File: config.mk
export PLATFORM = sky130hd
export DESIGN_NAME = led_color_sequence_player
export DESIGN_NICKNAME = d
export VERILOG_FILES = /design/src/rtl/lcsp_pkg.sv /design/src/rtl/lcsp_store.sv /design/src/rtl/led_color_sequence_player.sv
export SDC_FILE = /design/constraint.sdc
export NUM_CORES = 2
export LEC_CHECK = 0
export BUFFER_PORTS_ARGS = -buffer_cell sky130_fd_sc_hd__buf_2
export CELL_PAD_IN_SITES_DETAIL_PLACEMENT = 1
export CELL_PAD_IN_SITES_GLOBAL_PLACEMENT = 2
export CORE_MARGIN = 2
export CORE_UTILIZATION = 43
export DETAILED_ROUTE_END_ITERATION = 16
export GPL_TIMING_DRIVEN = 0
export PLACE_DENSITY = 0.68
export SLEW_MARGIN = 10
export SYNTH_ARGS = -nofsm -noshare
export SYNTH_HDL_FRONTEND = slang
export SYNTH_SLANG_ARGS = --single-unit
File: constraint.sdc
create_clock -name clock -period 32.2 [get_ports clock]
set_input_delay 6.44 -clock clock [delete_from_list [all_inputs] [get_ports clock]]
set_output_delay 6.44 -clock clock [all_outputs]
set_load 0.02 [all_outputs]
File: src/rtl/lcsp_pkg.sv
// Package for the LED color sequence player: payload structs, op and status
// codes, size constants. No dependencies.
package lcsp_pkg;

   localparam int MAX_ROWS_DEF    = 16;
   localparam int STORE_BYTES_DEF = 384;
   localparam int BYTES_PER_ROW   = 24;
   localparam int ROW_CNT_W       = 5;
   localparam int RECIP3          = 171;  // floor(x*171/512) == x/3 for x < 384

   localparam logic [ROW_CNT_W-1:0] ROW_COUNT_RST = ROW_CNT_W'(16);

   localparam logic [2:0] OP_TICK   = 3'd0;
   localparam logic [2:0] OP_WRITE  = 3'd1;
   localparam logic [2:0] OP_COMMIT = 3'd2;
   localparam logic [2:0] OP_START  = 3'd3;
   localparam logic [2:0] OP_STOP   = 3'd4;
   localparam logic [2:0] OP_RESET  = 3'd5;
   localparam logic [2:0] OP_BEAT   = 3'd6;

   localparam logic [1:0] ST_OK        = 2'd0;
   localparam logic [1:0] ST_BAD_ARG   = 2'd1;
   localparam logic [1:0] ST_BAD_STATE = 2'd2;

   typedef struct packed {
      logic [2:0] op;
      logic [8:0] byte_index;
      logic [7:0] byte_value;
      logic [7:0] rhythm;
      logic [7:0] rows;
      logic [7:0] beat_position;
   } req_type;

   typedef struct packed {
      logic [1:0] status;
      logic       led_update;
      logic [7:0] red;
      logic [7:0] green;
      logic [7:0] blue;
      logic       playing;
   } rsp_type;

   // one byte write into the store, split into word and byte lane
   typedef struct packed {
      logic       en;
      logic [6:0] addr;
      logic [1:0] lane;
      logic [7:0] data;
   } store_wr_type;

endpackage

File: src/rtl/lcsp_store.sv
// Pattern store: three byte lanes of packed color words, one word per square
// pair, with a zeroing sweep after reset. Uses lcsp_pkg.
module lcsp_store #(
   parameter int WORDS = 128,
   parameter int AW    = 7
) (
   input  logic                  clock,
   input  logic                  reset,
   input  lcsp_pkg::store_wr_type wr,
   input  logic                  rd_en,
   input  logic [AW-1:0]         rd_addr,
   output logic [23:0]           rd_data,
   output logic                  busy
);

   logic          clearing_ff, clearing_in;
   logic [AW-1:0] clr_ptr_ff, clr_ptr_in;
   logic [AW-1:0] waddr;
   logic [7:0]    wdata;

   always_comb begin
      clearing_in = clearing_ff;
      clr_ptr_in  = clr_ptr_ff;
      if (clearing_ff) begin
         clr_ptr_in = clr_ptr_ff + AW'(1);
         if (clr_ptr_ff == AW'(WORDS - 1)) begin
            clearing_in = 1'b0;
         end
      end
   end

   always_ff @(posedge clock) begin
      if (reset) begin
         clearing_ff <= 1'b1;
         clr_ptr_ff  <= '0;
      end else begin
         clearing_ff <= clearing_in;
         clr_ptr_ff  <= clr_ptr_in;
      end
   end

   assign waddr = clearing_ff ? clr_ptr_ff : wr.addr[AW-1:0];
   assign wdata = clearing_ff ? 8'h00 : wr.data;
   assign busy  = clearing_ff;

   for (genvar l = 0; l < 3; l++) begin : g_lane
      logic [7:0] mem_ff [WORDS];
      logic [7:0] q_ff;
      logic       we;

      assign we = clearing_ff || (wr.en && wr.lane == 2'(l));

      always_ff @(posedge clock) begin
         if (we) begin
            mem_ff[waddr] <= wdata;
         end
         if (rd_en) begin
            q_ff <= mem_ff[rd_addr];
         end
      end

      assign rd_data[23-8*l -: 8] = q_ff;
   end

endmodule

File: src/rtl/led_color_sequence_player.sv
// Top level of the LED color sequence player: command decode, playback
// state and result register. Uses lcsp_pkg and lcsp_store.
//
// One item is taken per cycle while req_ready is high; its result comes
// through the command register, then the pattern store read, and items stream
// back to back while rsp_ready stays high. After reset the pattern store is
// zeroed one word per cycle, ceil(STORE_BYTES/3) words (128 by default),
// during which req_ready stays low. Colors are 12-bit, two squares per
// three bytes, 16 squares per row; each nibble is returned times 16.
module led_color_sequence_player #(
   parameter int MAX_ROWS    = lcsp_pkg::MAX_ROWS_DEF,
   parameter int STORE_BYTES = lcsp_pkg::STORE_BYTES_DEF
) (
   input  logic              clock,
   input  logic              reset,
   input  logic              req_valid,
   output logic              req_ready,
   input  lcsp_pkg::req_type req_data,
   output logic              rsp_valid,
   input  logic              rsp_ready,
   output lcsp_pkg::rsp_type rsp_data
);

   localparam int WORDS     = (STORE_BYTES + 2) / 3;
   localparam int AW        = $clog2(WORDS);
   localparam int ROW_FIT   = STORE_BYTES / lcsp_pkg::BYTES_PER_ROW;
   localparam int ROW_LIMIT = (MAX_ROWS < ROW_FIT) ? MAX_ROWS : ROW_FIT;
   localparam int RCW       = lcsp_pkg::ROW_CNT_W;

   // command stage
   logic              s1_valid_ff;
   lcsp_pkg::req_type s1_item_ff;
   // result stage
   logic              s2_valid_ff;
   logic [1:0]        s2_status_ff, s2_status_in;
   logic              s2_upd_ff, s2_upd_in;
   logic              s2_show_ff, s2_show_in;
   logic              s2_odd_ff;
   logic              s2_playing_ff;

   // playback state
   logic [7:0]     step_ticks_ff, step_ticks_in;
   logic [RCW-1:0] row_count_ff, row_count_in;
   logic [7:0]     position_ff, position_in;
   logic [7:0]     tick_count_ff, tick_count_in;
   logic           active_ff, active_in;

   logic        s2_free, s1_adv, store_busy;
   logic [8:0]  squares, pos_next, beat_pos;
   logic [16:0] idx_prod;
   logic [7:0]  word_q;
   logic [8:0]  lane_r;
   logic [23:0] rd_data;
   logic [3:0]  nib_r, nib_g, nib_b;
   lcsp_pkg::store_wr_type wr;

   assign s2_free   = !s2_valid_ff || rsp_ready;
   assign s1_adv    = s1_valid_ff && s2_free;
   assign req_ready = !store_busy && (!s1_valid_ff || s1_adv);

   assign squares  = {row_count_ff, 4'b0000};
   assign beat_pos = {1'b0, s1_item_ff.beat_position};
   assign pos_next = ({1'b0, position_ff} + 9'd1 >= squares)
                   ? {1'b0, position_ff} + 9'd1 - squares
                   : {1'b0, position_ff} + 9'd1;

   // byte address -> word (index / 3) and lane (index % 3)
   assign idx_prod = {8'b0, s1_item_ff.byte_index} * 17'(lcsp_pkg::RECIP3);
   assign word_q   = idx_prod[16:9];
   assign lane_r   = s1_item_ff.byte_index - ({1'b0, word_q} * 9'd3);

   always_comb begin
      wr      = '0;
      wr.addr = 7'(word_q);
      wr.lane = lane_r[1:0];
      wr.data = s1_item_ff.byte_value;
      wr.en   = s1_adv && s1_item_ff.op == lcsp_pkg::OP_WRITE
                && {1'b0, s1_item_ff.byte_index} < 10'(STORE_BYTES);
   end

   always_comb begin
      step_ticks_in = step_ticks_ff;
      row_count_in  = row_count_ff;
      position_in   = position_ff;
      tick_count_in = tick_count_ff;
      active_in     = active_ff;
      s2_status_in  = lcsp_pkg::ST_OK;
      s2_upd_in     = 1'b0;
      s2_show_in    = 1'b0;
      case (s1_item_ff.op)
         lcsp_pkg::OP_TICK: begin
            if (active_ff && step_ticks_ff != 8'd0) begin
               if ({1'b0, tick_count_ff} + 9'd1 >= {1'b0, step_ticks_ff}) begin
                  tick_count_in = 8'd0;
                  s2_upd_in     = 1'b1;
                  s2_show_in    = {1'b0, position_ff} < squares;
                  position_in   = pos_next[7:0];
               end else begin
                  tick_count_in = tick_count_ff + 8'd1;
               end
            end
         end
         lcsp_pkg::OP_WRITE: begin
            if ({1'b0, s1_item_ff.byte_index} >= 10'(STORE_BYTES)) begin
               s2_status_in = lcsp_pkg::ST_BAD_ARG;
            end
         end
         lcsp_pkg::OP_COMMIT: begin
            if (s1_item_ff.rhythm == 8'd0 || s1_item_ff.rows == 8'd0
                || s1_item_ff.rows > 8'(ROW_LIMIT)) begin
               s2_status_in = lcsp_pkg::ST_BAD_ARG;
            end else begin
               step_ticks_in = s1_item_ff.rhythm;
               row_count_in  = s1_item_ff.rows[RCW-1:0];
               position_in   = 8'd0;
               tick_count_in = 8'd0;
               active_in     = 1'b1;
            end
         end
         lcsp_pkg::OP_START: begin
            if (step_ticks_ff == 8'd0) begin
               s2_status_in = lcsp_pkg::ST_BAD_STATE;
            end else begin
               position_in   = 8'd0;
               tick_count_in = 8'd0;
               active_in     = 1'b1;
            end
         end
         lcsp_pkg::OP_STOP: begin
            active_in     = 1'b0;
            tick_count_in = 8'd0;
         end
         lcsp_pkg::OP_RESET: begin
            position_in = 8'd0;
            if (active_ff && step_ticks_ff != 8'd0) begin
               tick_count_in = 8'd0;
            end
         end
         lcsp_pkg::OP_BEAT: begin
            if (active_ff) begin
               if (beat_pos >= squares) begin
                  s2_status_in = lcsp_pkg::ST_BAD_ARG;
               end else begin
                  position_in   = s1_item_ff.beat_position;
                  tick_count_in = 8'd0;
               end
            end
         end
         default: begin
            s2_status_in = lcsp_pkg::ST_BAD_ARG;
         end
      endcase
   end

   always_ff @(posedge clock) begin
      if (reset) begin
         s1_valid_ff   <= 1'b0;
         s2_valid_ff   <= 1'b0;
         step_ticks_ff <= 8'd0;
         row_count_ff  <= lcsp_pkg::ROW_COUNT_RST;
         position_ff   <= 8'd0;
         tick_count_ff <= 8'd0;
         active_ff     <= 1'b0;
      end else begin
         if (req_valid && req_ready) begin
            s1_valid_ff <= 1'b1;
         end else if (s1_adv) begin
            s1_valid_ff <= 1'b0;
         end
         if (s2_free) begin
            s2_valid_ff <= s1_valid_ff;
         end
         if (s1_adv) begin
            step_ticks_ff <= step_ticks_in;
            row_count_ff  <= row_count_in;
            position_ff   <= position_in;
            tick_count_ff <= tick_count_in;
            active_ff     <= active_in;
         end
      end
   end

   always_ff @(posedge clock) begin
      if (req_valid && req_ready) begin
         s1_item_ff <= req_data;
      end
      if (s1_adv) begin
         s2_status_ff  <= s2_status_in;
         s2_upd_ff     <= s2_upd_in;
         s2_show_ff    <= s2_show_in;
         s2_odd_ff     <= position_ff[0];
         s2_playing_ff <= active_in;
      end
   end

   lcsp_store #(
      .WORDS (WORDS),
      .AW    (AW)
   ) u_store (
      .clock   (clock),
      .reset   (reset),
      .wr      (wr),
      .rd_en   (s1_adv),
      .rd_addr (position_ff[AW:1]),
      .rd_data (rd_data),
      .busy    (store_busy)
   );

   // even square: byte0 hi, byte0 lo, byte1 hi; odd: byte1 lo, byte2 hi, byte2 lo
   assign nib_r = s2_odd_ff ? rd_data[11:8] : rd_data[23:20];
   assign nib_g = s2_odd_ff ? rd_data[7:4]  : rd_data[19:16];
   assign nib_b = s2_odd_ff ? rd_data[3:0]  : rd_data[15:12];

   always_comb begin
      rsp_data            = '0;
      rsp_data.status     = s2_status_ff;
      rsp_data.led_update = s2_upd_ff;
      rsp_data.playing    = s2_playing_ff;
      if (s2_upd_ff && s2_show_ff) begin
         rsp_data.red   = {nib_r, 4'b0000};
         rsp_data.green = {nib_g, 4'b0000};
         rsp_data.blue  = {nib_b, 4'b0000};
      end
   end

   assign rsp_valid = s2_valid_ff;

endmodule

Word level (Yosys, flattened, before mapping)
Memories as Yosys holds them, arrays and structs flattened. A register that Yosys moved wholly into a read port is not among the register bits.
Cells that the tools add are included.
{ "totals": {"ff_bits": 90, "ram_bits": 3072, "input_bits": 48, "out_inout_bits": 30, "word_cells": 130, "memories": 3} }
{ "op_classes": {"n_addsub": 6, "mul": 2, "magnitude_cmp": 7, "eq_ne": 16, "n_mux": 40, "n_bitwise": 1, "reduce_logical": 35} }
{ "mem_list": {"columns": ["memory", "words", "word_bits", "rd", "rd_ports_with_merged_regs", "write_ports", "line_no", "text"], "rows": [
  ["u_store.g_lane[0].mem_ff", 128, 8, 1, 1, 1, "lcsp_store.sv:47", "logic [7:0] mem_ff [WORDS];"],
  ["u_store.g_lane[1].mem_ff", 128, 8, 1, 1, 1, "lcsp_store.sv:47", null],
  ["u_store.g_lane[2].mem_ff", 128, 8, 1, 1, 1, "lcsp_store.sv:47", null]
]} }
{ "ops": {"columns": ["op", "count"], "rows": [
  ["$mux W8", 13],
  ["$pmux W8 S6", 1],
  ["$pmux W8 S5", 1],
  ["$logic_not A8 Y1", 3],
  ["$mux W24", 1],
  ["$add A8 B1 Y9 const B", 2],
  ["$mul A9 B8 Y17 const B", 1],
  ["$mux W1", 17],
  ["$reduce_and A8 Y1", 2],
  ["$ne A2 B2 Y1 const B", 7],
  ["$mux W4", 3],
  ["$logic_and A1 B1 Y1", 10],
  ["$pmux W2 S5", 1],
  ["$eq A3 B3 Y1 const B", 3],
  ["$ge A8 B9 Y1", 1],
  ["$ge A9 B8 Y1", 1],
  ["$ge A9 B9 Y1", 1],
  ["$ge A9 B9 Y1 const B", 1],
  ["$lt A8 B9 Y1", 1],
  ["$lt A9 B9 Y1 const B", 1],
  ["$add A8 B1 Y8 const B", 1],
  ["$gt A8 B5 Y1 const B", 1],
  ["$mul A8 B2 Y2 const B", 1],
  ["$reduce_bool A8 Y1", 1],
  ["other kinds (22)", 32]
]} }

Logic depth before layout (Yosys ltp)
{ "depth": {"ltp_word": 9, "ltp_mapped": 22, "ltp_nobuf": 20} }

Modules after synthesis
A second synthesis with hierarchy kept.
{ "unflattened": {"cells_unflattened": 5488, "area_unflattened_um2": 125133.8} }
{ "by_module_without_submodules": {"columns": ["mod", "instances", "cells_each", "area_per_inst_um2", "seq_area_each_um2"], "rows": [
  ["lcsp_store", 1, 4943, 119412.0, 93129.3],
  ["led_color_sequence_player", 1, 545, 5721.7, 2142.1]
]} }

Worst setup path before layout
OpenSTA, ideal clock, no wires.
{ "synth_path": {"path_type": "input -> output", "from": "input rsp_ready", "to": "output req_ready", "t_arrival_ns": 6.884, "required_time_ns": 25.760, "path_slack_ns": 18.876, "cell_stages": 2, "n_path_buf": 0, "path_cell_list": "nor2b_1 -> a21oi_1"} }
{ "synth_via": {"elab_chain_len": 4} }
{ "synth_rtl": {"columns": ["element", "line_no", "text"], "rows": [
  ["from (decl)", "led_color_sequence_player.sv:20", "input logic rsp_ready,"],
  ["$logic_or A1 B1 Y1", "led_color_sequence_player.sv:57", "assign s2_free = !s2_valid_ff || rsp_ready;"],
  ["$logic_and A1 B1 Y1", "led_color_sequence_player.sv:58", "assign s1_adv = s1_valid_ff && s2_free;"],
  ["$logic_or A1 B1 Y1", "led_color_sequence_player.sv:59", "assign req_ready = !store_busy && (!s1_valid_ff || s1_adv);"],
  ["$logic_and A1 B1 Y1", "led_color_sequence_player.sv:59", null],
  ["to (decl)", "led_color_sequence_player.sv:17", "output logic req_ready,"]
]} }
Every way passes these cells.

Final worst setup path
Ends and elaborated chain as after synthesis.

==> flow_summary.yaml <==
run_status:
  outcome: "finished clean"
clocking:
  ctsRootBufferMaster: "clkbuf_16"
  path_clk_slew_ps: 60
  postCtsHoldBufs: 0
  htree_levels: 5
  cts_tree: "built"
  worstSkewPairLatency_ps: 940
  cts_setup_buffers: 0
  cts.sink_count: 3186
  clk_path_buf_depth: 4
  cts_buffers: 339
  post_cts_resized: 0
setup_path:
  reg2reg_depth: 17
  crit_type: "in -> out"
  worstPathRequired_ps: 25760
  critPathMaxFanout: 4
  reg2reg_to: "u_store.g_lane[2].mem_ff[12][3]"
  crit_path_cell_trace: "buf_2 -> nor2b_1 -> a21oi_1 -> buf_2"
  r2r-start: "s1_item_ff[33]"
  cp_top_family: "buffers and inverters"
  start_kind: "primary input"
  crit_buf_inv: 2
  crit_start: "rsp_ready"
  worstPathArrival_ps: 7120
  crit_top_cell: "buf_2"
  critPathCaptureType: "output port"
  crit_slowest_cell: "nor2b_1"
  max_stage_delay_ps: 240
  rrSetupSlack_ps: 24340
yosys:
  yosys.area_share.xor_xnor_pct: 0.194
  avgSynthCellArea_um2: 22.1
  yosys_warnings: 0
  synth_cell_types: 84
  synth_ff_type: "edfxtp_1"
  yosysTopAreaCell: "edfxtp_1"
  synth-seq-area-share_pct: 75.4
  synth_top_family_by_area: "multiplexers"
  yosys.area_share.simple_pct: 2.41
  post-synth-top-area-fraction_pct: 74.7
  synth_mux_area_share_pct: 17.3
  synth_compound_area_share_pct: 2.26
  synth_area_um2: 126000
  synthAdderAreaFrac_pct: 0.940
  synthCells: 5731
  yosysMostFrequentCell: "edfxtp_1"
  synth_edf_count: 3146
  synth_area_leaders: "edfxtp_1 (75%), mux4_2 (16%), mux2i_1 (1.0%)"
  synth-async-reset-ratio_pct: 0
  synthTopCellsByCount: "edfxtp_1 (3,146), mux4_2 (910), nor3_1 (240)"
  synth_seq_cells: 3186
worst_hold_path:
  hold_path.class: "reg -> reg"
  whs_endpoint: "tick_count_ff[1]"
  hold_start: "tick_count_ff[1]"
  hold_depth: 2
global_routing:
  antenna_found_initial: 28
  grt_start_max_net_pins: 49
  grt.overflow.total: 0
  grt_usage_pct: 29.0
  grt_pass1_vias: 67682
  grt_pass1_wl_um: 588000
drt:
  drt_wl_total_um: 434000
  dr.pass1.iters: 5
  vias_per_cell: 6.38
  final_antenna_net_count: 0
  drc: 0
  vias: 67547
  wl_per_cell_um: 41.0
  drt_iter0_markers: 9896
cells_and_area:
  seq_area_um2: 95300
  n_fill_cell: 25731
  multiInputGateArea_um2: 30900
  drive_gt1_share_pct: 35.1
  fin_nets: 6521
  syn2layout_area_growth_pct: 17.2
timing:
  timing.fmax_ghz: 0.0738
  rsz0062_at_grt: "no"
  hold_viol: 0
  fin_setup_tns_ps: 0
  maxSlewHeadroom_pct: 4.92
  final_max_slew_viol_count: 0
  fin_crit_sh_pct: 42.1
  tightest_slew_ps: 1430
  setup_viol: 0
  period_needed_ps: 13560
  fin_skew_ps: 56.9
floorplanning:
  die_area_um2: 298000
  die_h_um: 546
  placementRows: 199
  die_x_um: 546
  start_util_pct: 43.1
  io_pins: 78
  core_area_um2: 293000
pwr:
  ir_worst_vdd_uv: 49.1
  power_density_nw_per_um2: 57.5
  power_w: 0.00853
  p_leak_nw: 41.9
placed_design:
  place_congestion: 0.937
  dp_hpwl_um: 309000
  io_buffers: 65
run:
  drv_cap: 0
## per-layer routing
metal,vias up,part of all wire (%),global-route usage (%)
li1,25808,-,-
met1,37045,38,39.3
met2,3855,46,44.3
met3,815,10,7.11
met4,24,5.6,13.9
met5,-,0.041,0
## layout make-up
| type | instances | area share (%) |
|---|---|---|
| diodes | 10 | 0.0169 |
| plain buffers | 407 | 1.30 |
| clock buffers | 410 | 5.98 |
| clock inverters | 203 | 1.41 |
| inverters | 49 | 0.124 |
| multi-input cells | 2100 | 20.9 |
| flip-flops and latches | 3186 | 64.3 |
| well taps | 3919 | 3.31 |
| repair buffers | 304 | 2.69 |
## worst min-delay path, stage by stage, from the launching register on
cell	delay (ps)
dfxtp_1	320
nand2_1	60
a21oi_1	50
## placed cells by master (no fill, tap or decap), types with 9 or more instances in the layout
master / instances
a211oi_2: 129
clkbuf_2: 80
clkinvlp_4: 10
buf_1: 41
a22oi_1: 52
nand4_1: 15
clkinv_1: 79
nor4_1: 31
nor3_1: 21
nor3_2: 252
xnor2_1: 17
mux2i_1: 129
fa_1: 15
buf_16: 34
mux4_2: 910
clkbuf_1: 212
buf_6: 39
diode_2: 10
nor2_1: 74
bufinv_16: 34
clkbuf_16: 344
buf_12: 87
clkinv_2: 55
buf_2: 176
inv_1: 47
nand2_1: 42
ha_1: 71
a21oi_1: 55
a211oi_1: 9
inv_16: 9
o22ai_1: 66
o21ai_0: 18
conb_1: 12
dfxtp_1: 40
xor2_1: 11
nand3_1: 26
edfxtp_1: 3146
buf_4: 107
## cells by family (layout without fill, tap and decap cells)
group                      count (synthesis)  count (layout)
DFF                                     3186            3186
and+or+nand+nor                          539             539
muxes                                   1043            1043
adders and majority gates                 86              86
other                                      1              22
buffers and inverters                    456            1373
xor gates and xnor gates                  28              28
AOI/OAI and AO/OA                        392             392
## stage by stage
| step | area, µm² | std cells | hold slack [ps] | worst slack, ps | utilization [%] |
|---|---|---|---|---|---|
| 3_5_place_dp | 137000 | 9964 | 470 | 18650 | 46.8 |
| 4_1_cts | 148000 | 10577 | 479 | 18650 | 50.5 |
| 6_report | 148000 | 10588 | 480 | 18640 | 50.6 |
| 2_1_floorplan | 126000 | 5742 | 449 | 18880 | - |
| 5_1_grt | 148000 | 10580 | 519 | 18590 | 50.6 |
| 3_3_place_gp | 132000 | 9726 | 469 | 7630 | 44.9 |
## where the power goes
group / internal (W) / switching [W]
clock: 0.00224 / 0.00168
sequential: 0.00450 / 0.00000275
combinational: 0.0000217 / 0.0000786
total: 0.00676 / 0.00176
## how the worst max path moves through the flow
stage                                       end  slack (ps)  depth (start not counted)
3_3_place_gp   u_store.g_lane[0].mem_ff[116][3]        7630                          5
6_report                              req_ready       18640                          4
5_1_grt                               req_ready       18590                          4
3_5_place_dp                          req_ready       18650                          4
2_1_floorplan                         req_ready       18880                          2
4_1_cts                               req_ready       18650                          4
## sequential cells by signal (all words and copies together) (netlist names), 2 cells and up
register / flops
position_ff: 8
beat_pos: 8
u_store.g_lane.mem_ff: 3072
tick_count_ff: 8
s2_status_ff: 2
row_count_ff: 5
u_store.clr_ptr_ff: 7
s1_item_ff: 36
step_ticks_ff: 8
u_store.g_lane.q_ff: 24
No activity file was read; power rests on OpenSTA's default activity.
